### config.mk
export PLATFORM = sky130hd
export DESIGN_NAME = sha256_block_compressor
export DESIGN_NICKNAME = d
export VERILOG_FILES = /design/src/design/sbc_pkg.sv /design/src/design/sbc_front.sv /design/src/design/sbc_block_queue.sv /design/src/design/sbc_back.sv /design/src/design/sha256_block_compressor.sv
export SDC_FILE = /design/constraint.sdc
export NUM_CORES = 2
export LEC_CHECK = 0
export BUFFER_PORTS_ARGS = -buffer_cell sky130_fd_sc_hd__buf_2
export CORE_UTILIZATION = 50
export CTS_CLUSTER_SIZE = 25
export DETAILED_ROUTE_END_ITERATION = 6
export GPL_TIMING_DRIVEN = 0
export HOLD_SLACK_MARGIN = 0.1
export PLACE_DENSITY = 0.65
export SLEW_MARGIN = 15
export SYNTH_ARGS = -nofsm -noshare
export SYNTH_HDL_FRONTEND = slang
export SYNTH_HIERARCHICAL = 1
export SYNTH_MEMORY_MAX_BITS = 65536
export SYNTH_SLANG_ARGS = --single-unit
### constraint.sdc
create_clock -name clk -period 27.4 [get_ports clk]
set_input_delay 5.48 -clock clk [delete_from_list [all_inputs] [get_ports clk]]
set_output_delay 5.48 -clock clk [all_outputs]
set_load 0.01 [all_outputs]
### src/design/sbc_pkg.sv
// shared types, constants and round functions of the sha-256 block compressor
// no dependencies
`default_nettype none

package sbc_pkg;

  localparam int unsigned WordsPerBlock = 16;
  localparam int unsigned HashWords     = 8;

  typedef logic [31:0] word_t;

  // one input request
  typedef struct packed {
    logic [31:0] msg_word;
    logic        first_block;
    logic        last_block;
  } msg_t;

  // one result request
  typedef struct packed {
    logic [31:0] hash_word;
    logic [2:0]  word_index;
    logic        final_word;
  } digest_t;

  // a collected block handed from front to back
  typedef struct packed {
    word_t [WordsPerBlock-1:0] words;
    logic                      load_iv;
    logic                      iv_sel;
    logic                      last;
  } block_t;

  typedef enum logic [1:0] {
    BK_IDLE,
    BK_ROUND,
    BK_FINISH,
    BK_EMIT
  } back_state_t;

  // initial hash words, sel 0 is sha-256 and sel 1 is sha-224
  function automatic word_t iv_word(input logic sel, input logic [2:0] idx);
    word_t v;
    unique case ({sel, idx})
      4'd0:  v = 32'h6A09E667;
      4'd1:  v = 32'hBB67AE85;
      4'd2:  v = 32'h3C6EF372;
      4'd3:  v = 32'hA54FF53A;
      4'd4:  v = 32'h510E527F;
      4'd5:  v = 32'h9B05688C;
      4'd6:  v = 32'h1F83D9AB;
      4'd7:  v = 32'h5BE0CD19;
      4'd8:  v = 32'hC1059ED8;
      4'd9:  v = 32'h367CD507;
      4'd10: v = 32'h3070DD17;
      4'd11: v = 32'hF70E5939;
      4'd12: v = 32'hFFC00B31;
      4'd13: v = 32'h68581511;
      4'd14: v = 32'h64F98FA7;
      4'd15: v = 32'hBEFA4FA4;
    endcase
    return v;
  endfunction

  // round constants
  function automatic word_t round_k(input logic [5:0] t);
    word_t k;
    unique case (t)
      6'd0:  k = 32'h428a2f98;  6'd1:  k = 32'h71374491;  6'd2:  k = 32'hb5c0fbcf;
      6'd3:  k = 32'he9b5dba5;  6'd4:  k = 32'h3956c25b;  6'd5:  k = 32'h59f111f1;
      6'd6:  k = 32'h923f82a4;  6'd7:  k = 32'hab1c5ed5;  6'd8:  k = 32'hd807aa98;
      6'd9:  k = 32'h12835b01;  6'd10: k = 32'h243185be;  6'd11: k = 32'h550c7dc3;
      6'd12: k = 32'h72be5d74;  6'd13: k = 32'h80deb1fe;  6'd14: k = 32'h9bdc06a7;
      6'd15: k = 32'hc19bf174;  6'd16: k = 32'he49b69c1;  6'd17: k = 32'hefbe4786;
      6'd18: k = 32'h0fc19dc6;  6'd19: k = 32'h240ca1cc;  6'd20: k = 32'h2de92c6f;
      6'd21: k = 32'h4a7484aa;  6'd22: k = 32'h5cb0a9dc;  6'd23: k = 32'h76f988da;
      6'd24: k = 32'h983e5152;  6'd25: k = 32'ha831c66d;  6'd26: k = 32'hb00327c8;
      6'd27: k = 32'hbf597fc7;  6'd28: k = 32'hc6e00bf3;  6'd29: k = 32'hd5a79147;
      6'd30: k = 32'h06ca6351;  6'd31: k = 32'h14292967;  6'd32: k = 32'h27b70a85;
      6'd33: k = 32'h2e1b2138;  6'd34: k = 32'h4d2c6dfc;  6'd35: k = 32'h53380d13;
      6'd36: k = 32'h650a7354;  6'd37: k = 32'h766a0abb;  6'd38: k = 32'h81c2c92e;
      6'd39: k = 32'h92722c85;  6'd40: k = 32'ha2bfe8a1;  6'd41: k = 32'ha81a664b;
      6'd42: k = 32'hc24b8b70;  6'd43: k = 32'hc76c51a3;  6'd44: k = 32'hd192e819;
      6'd45: k = 32'hd6990624;  6'd46: k = 32'hf40e3585;  6'd47: k = 32'h106aa070;
      6'd48: k = 32'h19a4c116;  6'd49: k = 32'h1e376c08;  6'd50: k = 32'h2748774c;
      6'd51: k = 32'h34b0bcb5;  6'd52: k = 32'h391c0cb3;  6'd53: k = 32'h4ed8aa4a;
      6'd54: k = 32'h5b9cca4f;  6'd55: k = 32'h682e6ff3;  6'd56: k = 32'h748f82ee;
      6'd57: k = 32'h78a5636f;  6'd58: k = 32'h84c87814;  6'd59: k = 32'h8cc70208;
      6'd60: k = 32'h90befffa;  6'd61: k = 32'ha4506ceb;  6'd62: k = 32'hbef9a3f7;
      6'd63: k = 32'hc67178f2;
    endcase
    return k;
  endfunction

  function automatic word_t big_sigma0(input word_t x);
    return {x[1:0], x[31:2]} ^ {x[12:0], x[31:13]} ^ {x[21:0], x[31:22]};
  endfunction

  function automatic word_t big_sigma1(input word_t x);
    return {x[5:0], x[31:6]} ^ {x[10:0], x[31:11]} ^ {x[24:0], x[31:25]};
  endfunction

  function automatic word_t small_sigma0(input word_t x);
    return {x[6:0], x[31:7]} ^ {x[17:0], x[31:18]} ^ {3'b000, x[31:3]};
  endfunction

  function automatic word_t small_sigma1(input word_t x);
    return {x[16:0], x[31:17]} ^ {x[18:0], x[31:19]} ^ {10'b0, x[31:10]};
  endfunction

endpackage

`default_nettype wire

### src/design/sbc_front.sv
// front end: takes message words, collects a block and tags it with its flags
// depends on sbc_pkg
`default_nettype none

module sbc_front import sbc_pkg::*; (
  input  logic   clk,
  input  logic   rst,
  input  logic   push,
  output logic   full,
  input  msg_t   msg,
  input  logic   cfg_we,
  input  logic   cfg_data,
  output logic   q_push,
  output block_t q_block,
  input  logic   q_full
);

  logic        variant;
  logic [3:0]  word_cnt;
  logic        load_iv;
  logic        iv_sel;
  word_t       held [WordsPerBlock-1];
  logic        accept;
  logic        last_word;

  // only the closing word of a block needs room in the queue
  assign last_word = (word_cnt == 4'd15);
  assign full      = last_word && q_full;
  assign accept    = push && !full;

  // control registers
  always_ff @(posedge clk) begin
    if (rst) begin
      variant  <= 1'b0;
      word_cnt <= 4'd0;
    end else begin
      if (cfg_we) begin
        variant <= cfg_data;
      end
      if (accept) begin
        word_cnt <= word_cnt + 4'd1;
      end
    end
  end

  // word buffer and flags sampled on the opening word
  always_ff @(posedge clk) begin
    if (accept && !last_word) begin
      held[word_cnt] <= msg.msg_word;
    end
    if (accept && word_cnt == 4'd0) begin
      load_iv <= msg.first_block;
      iv_sel  <= variant;
    end
  end

  // block handed over with the closing word
  always_comb begin
    for (int i = 0; i < WordsPerBlock - 1; i++) begin
      q_block.words[i] = held[i];
    end
    q_block.words[WordsPerBlock-1] = msg.msg_word;
    q_block.load_iv = load_iv;
    q_block.iv_sel  = iv_sel;
    q_block.last    = msg.last_block;
  end

  assign q_push = accept && last_word;

endmodule

`default_nettype wire

### src/design/sbc_block_queue.sv
// two-entry queue of collected blocks between front and back
// depends on sbc_pkg
`default_nettype none

module sbc_block_queue import sbc_pkg::*; (
  input  logic   clk,
  input  logic   rst,
  input  logic   wr_en,
  input  block_t wr_block,
  output logic   full,
  output logic   valid,
  output block_t rd_block,
  input  logic   rd_en
);

  block_t      entries [2];
  logic        wr_ptr;
  logic        rd_ptr;
  logic [1:0]  count;
  logic        do_wr;
  logic        do_rd;

  assign full     = (count == 2'd2);
  assign valid    = (count != 2'd0);
  assign do_wr    = wr_en && !full;
  assign do_rd    = rd_en && valid;
  assign rd_block = entries[rd_ptr];

  // pointers and fill level
  always_ff @(posedge clk) begin
    if (rst) begin
      wr_ptr <= 1'b0;
      rd_ptr <= 1'b0;
      count  <= 2'd0;
    end else begin
      if (do_wr) begin
        wr_ptr <= ~wr_ptr;
      end
      if (do_rd) begin
        rd_ptr <= ~rd_ptr;
      end
      unique case ({do_wr, do_rd})
        2'b10:   count <= count + 2'd1;
        2'b01:   count <= count - 2'd1;
        default: count <= count;
      endcase
    end
  end

  // storage
  always_ff @(posedge clk) begin
    if (do_wr) begin
      entries[wr_ptr] <= wr_block;
    end
  end

endmodule

`default_nettype wire

### src/design/sbc_back.sv
// back end: 64-round compression, chaining update and digest emission
// depends on sbc_pkg
`default_nettype none

module sbc_back import sbc_pkg::*; (
  input  logic    clk,
  input  logic    rst,
  input  logic    q_valid,
  input  block_t  q_block,
  output logic    q_pop,
  output logic    empty,
  output digest_t digest,
  input  logic    pop
);

  back_state_t state;
  back_state_t state_next;
  logic [5:0]  rnd;
  logic [2:0]  idx;
  logic        last_blk;
  word_t       chain [HashWords];
  word_t       work  [HashWords];
  word_t       win   [WordsPerBlock];
  logic        start;
  logic        in_round;
  logic        finish;
  logic        emit_take;
  word_t       t1;
  word_t       t2;
  word_t       w_new;
  word_t       ch;
  word_t       mj;

  // next state
  always_comb begin
    state_next = state;
    unique case (state)
      BK_IDLE:   if (q_valid) state_next = BK_ROUND;
      BK_ROUND:  if (rnd == 6'd63) state_next = BK_FINISH;
      BK_FINISH: state_next = last_blk ? BK_EMIT : BK_IDLE;
      BK_EMIT:   if (pop && idx == 3'd7) state_next = BK_IDLE;
    endcase
  end

  // state outputs
  always_comb begin
    start     = (state == BK_IDLE) && q_valid;
    in_round  = (state == BK_ROUND);
    finish    = (state == BK_FINISH);
    emit_take = (state == BK_EMIT) && pop;
    q_pop     = start;
    empty     = (state != BK_EMIT);
  end

  // round logic and message schedule
  always_comb begin
    ch    = (work[4] & (work[5] ^ work[6])) ^ work[6];
    mj    = (work[0] & (work[1] | work[2])) | (work[1] & work[2]);
    t1    = work[7] + big_sigma1(work[4]) + ch + round_k(rnd) + win[0];
    t2    = big_sigma0(work[0]) + mj;
    w_new = small_sigma1(win[14]) + win[9] + small_sigma0(win[1]) + win[0];
  end

  // control registers
  always_ff @(posedge clk) begin
    if (rst) begin
      state <= BK_IDLE;
      rnd   <= 6'd0;
      idx   <= 3'd0;
    end else begin
      state <= state_next;
      if (start) begin
        rnd <= 6'd0;
      end else if (in_round) begin
        rnd <= rnd + 6'd1;
      end
      if (finish) begin
        idx <= 3'd0;
      end else if (emit_take) begin
        idx <= idx + 3'd1;
      end
    end
  end

  // chaining words
  always_ff @(posedge clk) begin
    if (rst) begin
      for (int i = 0; i < HashWords; i++) begin
        chain[i] <= iv_word(1'b0, 3'(i));
      end
    end else if (start && q_block.load_iv) begin
      for (int i = 0; i < HashWords; i++) begin
        chain[i] <= iv_word(q_block.iv_sel, 3'(i));
      end
    end else if (finish) begin
      for (int i = 0; i < HashWords; i++) begin
        chain[i] <= chain[i] + work[i];
      end
    end
  end

  // working words and schedule window
  always_ff @(posedge clk) begin
    if (start) begin
      last_blk <= q_block.last;
      for (int i = 0; i < HashWords; i++) begin
        work[i] <= q_block.load_iv ? iv_word(q_block.iv_sel, 3'(i)) : chain[i];
      end
      for (int i = 0; i < WordsPerBlock; i++) begin
        win[i] <= q_block.words[i];
      end
    end else if (in_round) begin
      work[0] <= t1 + t2;
      work[1] <= work[0];
      work[2] <= work[1];
      work[3] <= work[2];
      work[4] <= work[3] + t1;
      work[5] <= work[4];
      work[6] <= work[5];
      work[7] <= work[6];
      for (int i = 0; i < WordsPerBlock - 1; i++) begin
        win[i] <= win[i+1];
      end
      win[WordsPerBlock-1] <= w_new;
    end
  end

  // result presented straight from the chaining words
  assign digest.hash_word  = chain[idx];
  assign digest.word_index = idx;
  assign digest.final_word = (idx == 3'd7);

endmodule

`default_nettype wire

### src/design/sha256_block_compressor.sv
// Top level of the SHA-256 block compressor: front end, block queue and back end.
// Depends on sbc_pkg, sbc_front, sbc_block_queue and sbc_back.
// The front end takes one 32-bit word per cycle while full is low and collects
// 16 words into a block; a two-entry queue carries blocks to the back end, which
// loads each block, runs 64 rounds at one per cycle and then does one chaining
// add, so the sustained rate is set by the round loop. Full rises only on the
// sixteenth word of a block when the queue holds two blocks. After a block
// flagged last, the eight chaining words appear one per pop, word zero first;
// the back end starts no new block until the eighth word is popped, while the
// front end keeps collecting. The variant register is sampled on each block's
// first word.
`default_nettype none

module sha256_block_compressor import sbc_pkg::*; (
  input  logic    clk,
  input  logic    rst,
  input  logic    push,
  output logic    full,
  input  msg_t    msg,
  input  logic    cfg_we,
  input  logic    cfg_data,
  output logic    empty,
  input  logic    pop,
  output digest_t digest
);

  logic   fq_push;
  block_t fq_block;
  logic   fq_full;
  logic   qb_valid;
  block_t qb_block;
  logic   qb_pop;

  // word collection
  sbc_front u_front (
    .clk      (clk),
    .rst      (rst),
    .push     (push),
    .full     (full),
    .msg      (msg),
    .cfg_we   (cfg_we),
    .cfg_data (cfg_data),
    .q_push   (fq_push),
    .q_block  (fq_block),
    .q_full   (fq_full)
  );

  // block handoff
  sbc_block_queue u_queue (
    .clk      (clk),
    .rst      (rst),
    .wr_en    (fq_push),
    .wr_block (fq_block),
    .full     (fq_full),
    .valid    (qb_valid),
    .rd_block (qb_block),
    .rd_en    (qb_pop)
  );

  // compression and emission
  sbc_back u_back (
    .clk     (clk),
    .rst     (rst),
    .q_valid (qb_valid),
    .q_block (qb_block),
    .q_pop   (qb_pop),
    .empty   (empty),
    .digest  (digest),
    .pop     (pop)
  );

endmodule

`default_nettype wire

==> results.json <==
{
  "hold_buffers": 0,
  "detail-route-antenna-nets": 0,
  "ioPinCount": 78,
  "period_share_pct": 37.7,
  "netlist-cell-type-count": 108,
  "cts_tree": "done",
  "finalSetupViolCount": 0,
  "syn_inst": 9955,
  "post-route-drc-count": 0,
  "end_kind": "flip-flop",
  "tightest_slew_ps": 1400,
  "synthSimpleGateAreaFrac_pct": 9.87,
  "final_net_count": 11027,
  "drt_iter0_markers": 9382,
  "insertion_delay_ps": 890,
  "wirelength_um": 461000,
  "syn_nets": 10586,
  "rows": 184,
  "drv_cap": 0,
  "finalClockSkew_ps": 80.4,
  "synth_compound_gate_area_share_pct": 8.21,
  "post_cts_buffers": 0,
  "required_ps": 28040,
  "worstPathMaxFanout": 13,
  "wl_per_cell_um": 33.0,
  "routed_via_density": 6.08,
  "startpoint_type": "input port",
  "gr-usage-all-layers_pct": 35.6,
  "vias": 84989,
  "finalHoldViolCount": 0,
  "numClockSinks": 2593,
  "dr.pass1.iters": 6,
  "drive_above_1_share_pct": 13.4,
  "dp_slack_ps": 16430,
  "worstPathArrival_ps": 10980,
  "drv_slew": 0,
  "synth_xor_area_share_pct": 4.00,
  "synth_top_family_by_area": "simple AND/OR/NAND/NOR gates",
  "synth_top_area_share_pct": 59.6,
  "period_needed_ps": 10340,
  "ys_ff_latch": 2593,
  "grt_pass1_wl_um": 635000,
  "fp.dieW_um": 506,
  "placed_area_sq_um": 133000,
  "slew_headroom_pct": 6.71,
  "clock_path_buffers": 4,
  "die_h_um": 506,
  "path_class": "input port to flip-flop",
  "vdd_drop_max_mv": 0.0800,
  "status": "finished clean",
  "clk_pin_slew_ps": 60,
  "synth_top_area_cell": "edfxtp_1",
  "antenna_found_initial": 37,
  "dp_hpwl_um": 342000,
  "syn_area_sq_um": 127000,
  "async_flop_share_pct": 0,
  "cts_resized": 0,
  "start_util_pct": 50.4,
  "hold_path_class": "flip-flop to flip-flop",
  "area_delta_synth_final_pct": 12.3,
  "globalRouteOverflowTotal": 0,
  "worst_slack_ps": 17060,
  "synthMuxAreaShare_pct": 7.28,
  "pwr_density_cell_nw_per_um2": 58.3,
  "core_area_sq_um": 252000,
  "dieArea_sq_um": 256000,
  "synth_fa_ha_area_share_pct": 6.99,
  "grt_start_max_net_pins": 101,
  "synth_seq_area_share_pct": 60.7,
  "fin_area_sq_um": 143000,
  "synth.most_common_cell": "edfxtp_1",
  "fmax_ghz": 0.0967,
  "ys.flop_type": "edfxtp_1",
  "p_leak_nw": 52.1,
  "rsz0062_at_grt": "no",
  "synthTopCellsByArea": "edfxtp_1 60%, nand2_1 5.6%, ha_1 3.9%, mux2_4 3.5%, fa_1 3.1%",
  "synth_edf_count": 2523,
  "cts_root_buf": "clkbuf_16",
  "cts_buffers": 289,
  "synth_commonest_cells": "2,523 x edfxtp_1, 1,908 x nand2_1, 562 x a21oi_1",
  "h-tree-depth": 5,
  "grt_pass1_vias": 83493,
  "synth_warnings": 6,
  "port_buffers": 75,
  "gp_congestion": 1.02,
  "synth.avg_cell_area_sq_um": 12.8
}
[report_power, final]
group,total [mW],switching (mW),internal (mW)
Combinational,0.127,0.0889,0.0382
Clock,3.86,1.63,2.23
Sequential,4.34,0.0154,4.33
Total,8.33,1.74,6.59
[metal layers]
metal	up-vias	wire [um]	global-route usage, %
met3	1078	34700	5.53
li1	36779	-	-
met2	4289	217000	58.1
met5	-	159	0
met4	20	33900	22.2
met1	42823	175000	44.6
[registers in the layout, indices dropped and copies added (netlist names), 2 cells and up, named ones only]
name / cells
u_queue/entries: 1030
u_back/win: 512
u_front/held: 480
u_back/chain: 256
u_back/work: 256
u_back/rnd: 6
u_front/word_cnt: 4
u_back/idx: 3
u_back/state: 2
u_queue/count: 2
[stage by stage]
stage | std cells | hold slack (ps) | util, % | total power, mW | setup TNS, ps
after floorplan | 9955 | 408 | - | 4.48 | 0
after global placement | 13378 | 421 | 52.2 | 4.55 | -4403640
after detailed placement | 13452 | 429 | 52.9 | 4.55 | 0
after CTS | 13969 | 417 | 56.6 | 8.38 | 0
after global routing | 13972 | 439 | 56.6 | 8.52 | 0
final | 13982 | 432 | 56.6 | 8.33 | 0
[worst paths after layout]
path                                       endpoint  cells past startpoint                            from  slack (ps)
setup / recovery                          flip-flop                     12                             rst       17060
setup reg to reg       u_back/work[0][29]$_DFFE_PP_                     34    u_back/work[1][20]$_DFFE_PP_       17820
hold / removal    u_queue/entries[0][402]$_DFFE_PP_                      0  u_front/held[12][15]$_DFFE_PP_         430
hold reg to reg   u_queue/entries[0][402]$_DFFE_PP_                      0  u_front/held[12][15]$_DFFE_PP_         430
[area by class of cell]
cell class	instances	area, sq um
clock buffer	352	7520
inverter	339	1280
clock inverter	165	1770
antenna	12	30.0
buffer	511	2510
fill	20577	109000
sequential	2593	77200
multi-input combinational	6512	46400
tap	3348	4190
timing repair buffer	150	1920
[worst max-delay path: stages]
cell and delay, ps:
buf_2 460, clkbuf_1 630, nor2_1 420, nand2_1 720
inv_1 360, ha_1 380, o21ai_1 990, o21ai_0 230
a221oi_1 660, nand2_1 250, o21ai_0 190, a221oi_1 140
[kinds of logic after synthesis]
| kind of cell | after synthesis |
|---|---|
| AO/OA/AOI/OAI | 1695 |
| multiplexers | 660 |
| buffers and inverters | 850 |
| XOR/XNOR | 580 |
| AND/OR/NAND/NOR | 2983 |
| flip-flops | 2593 |
| adder cells (fa/ha/maj) | 594 |
[cell usage in the layout (no fill, tap or decap), types with 40 or more instances in the layout]
cell / Yosys / routed
a31oi_1: 98 / 98
clkbuf_16: 0 / 289
mux2_2: 270 / 270
mux2_4: 300 / 300
nand2_1: 1908 / 1904
buf_16: 0 / 40
nand2b_1: 133 / 133
nand3_1: 109 / 109
buf_2: 37 / 115
nor2b_1: 56 / 55
inv_1: 333 / 332
clkbuf_1: 355 / 385
edfxtp_1: 2523 / 2523
a21oi_1: 562 / 561
clkinv_2: 0 / 43
a21o_1: 188 / 188
dfxtp_1: 70 / 70
mux4_2: 65 / 65
xnor2_1: 377 / 376
nor3_1: 92 / 86
clkinv_1: 2 / 52
a211oi_1: 46 / 45
o21bai_1: 44 / 44
nor2_1: 496 / 487
ha_1: 396 / 396
fa_1: 195 / 195
buf_4: 37 / 50
o21a_1: 64 / 64
o21ai_0: 413 / 413
xor2_1: 202 / 201
(Power assumes the default switching activity.)
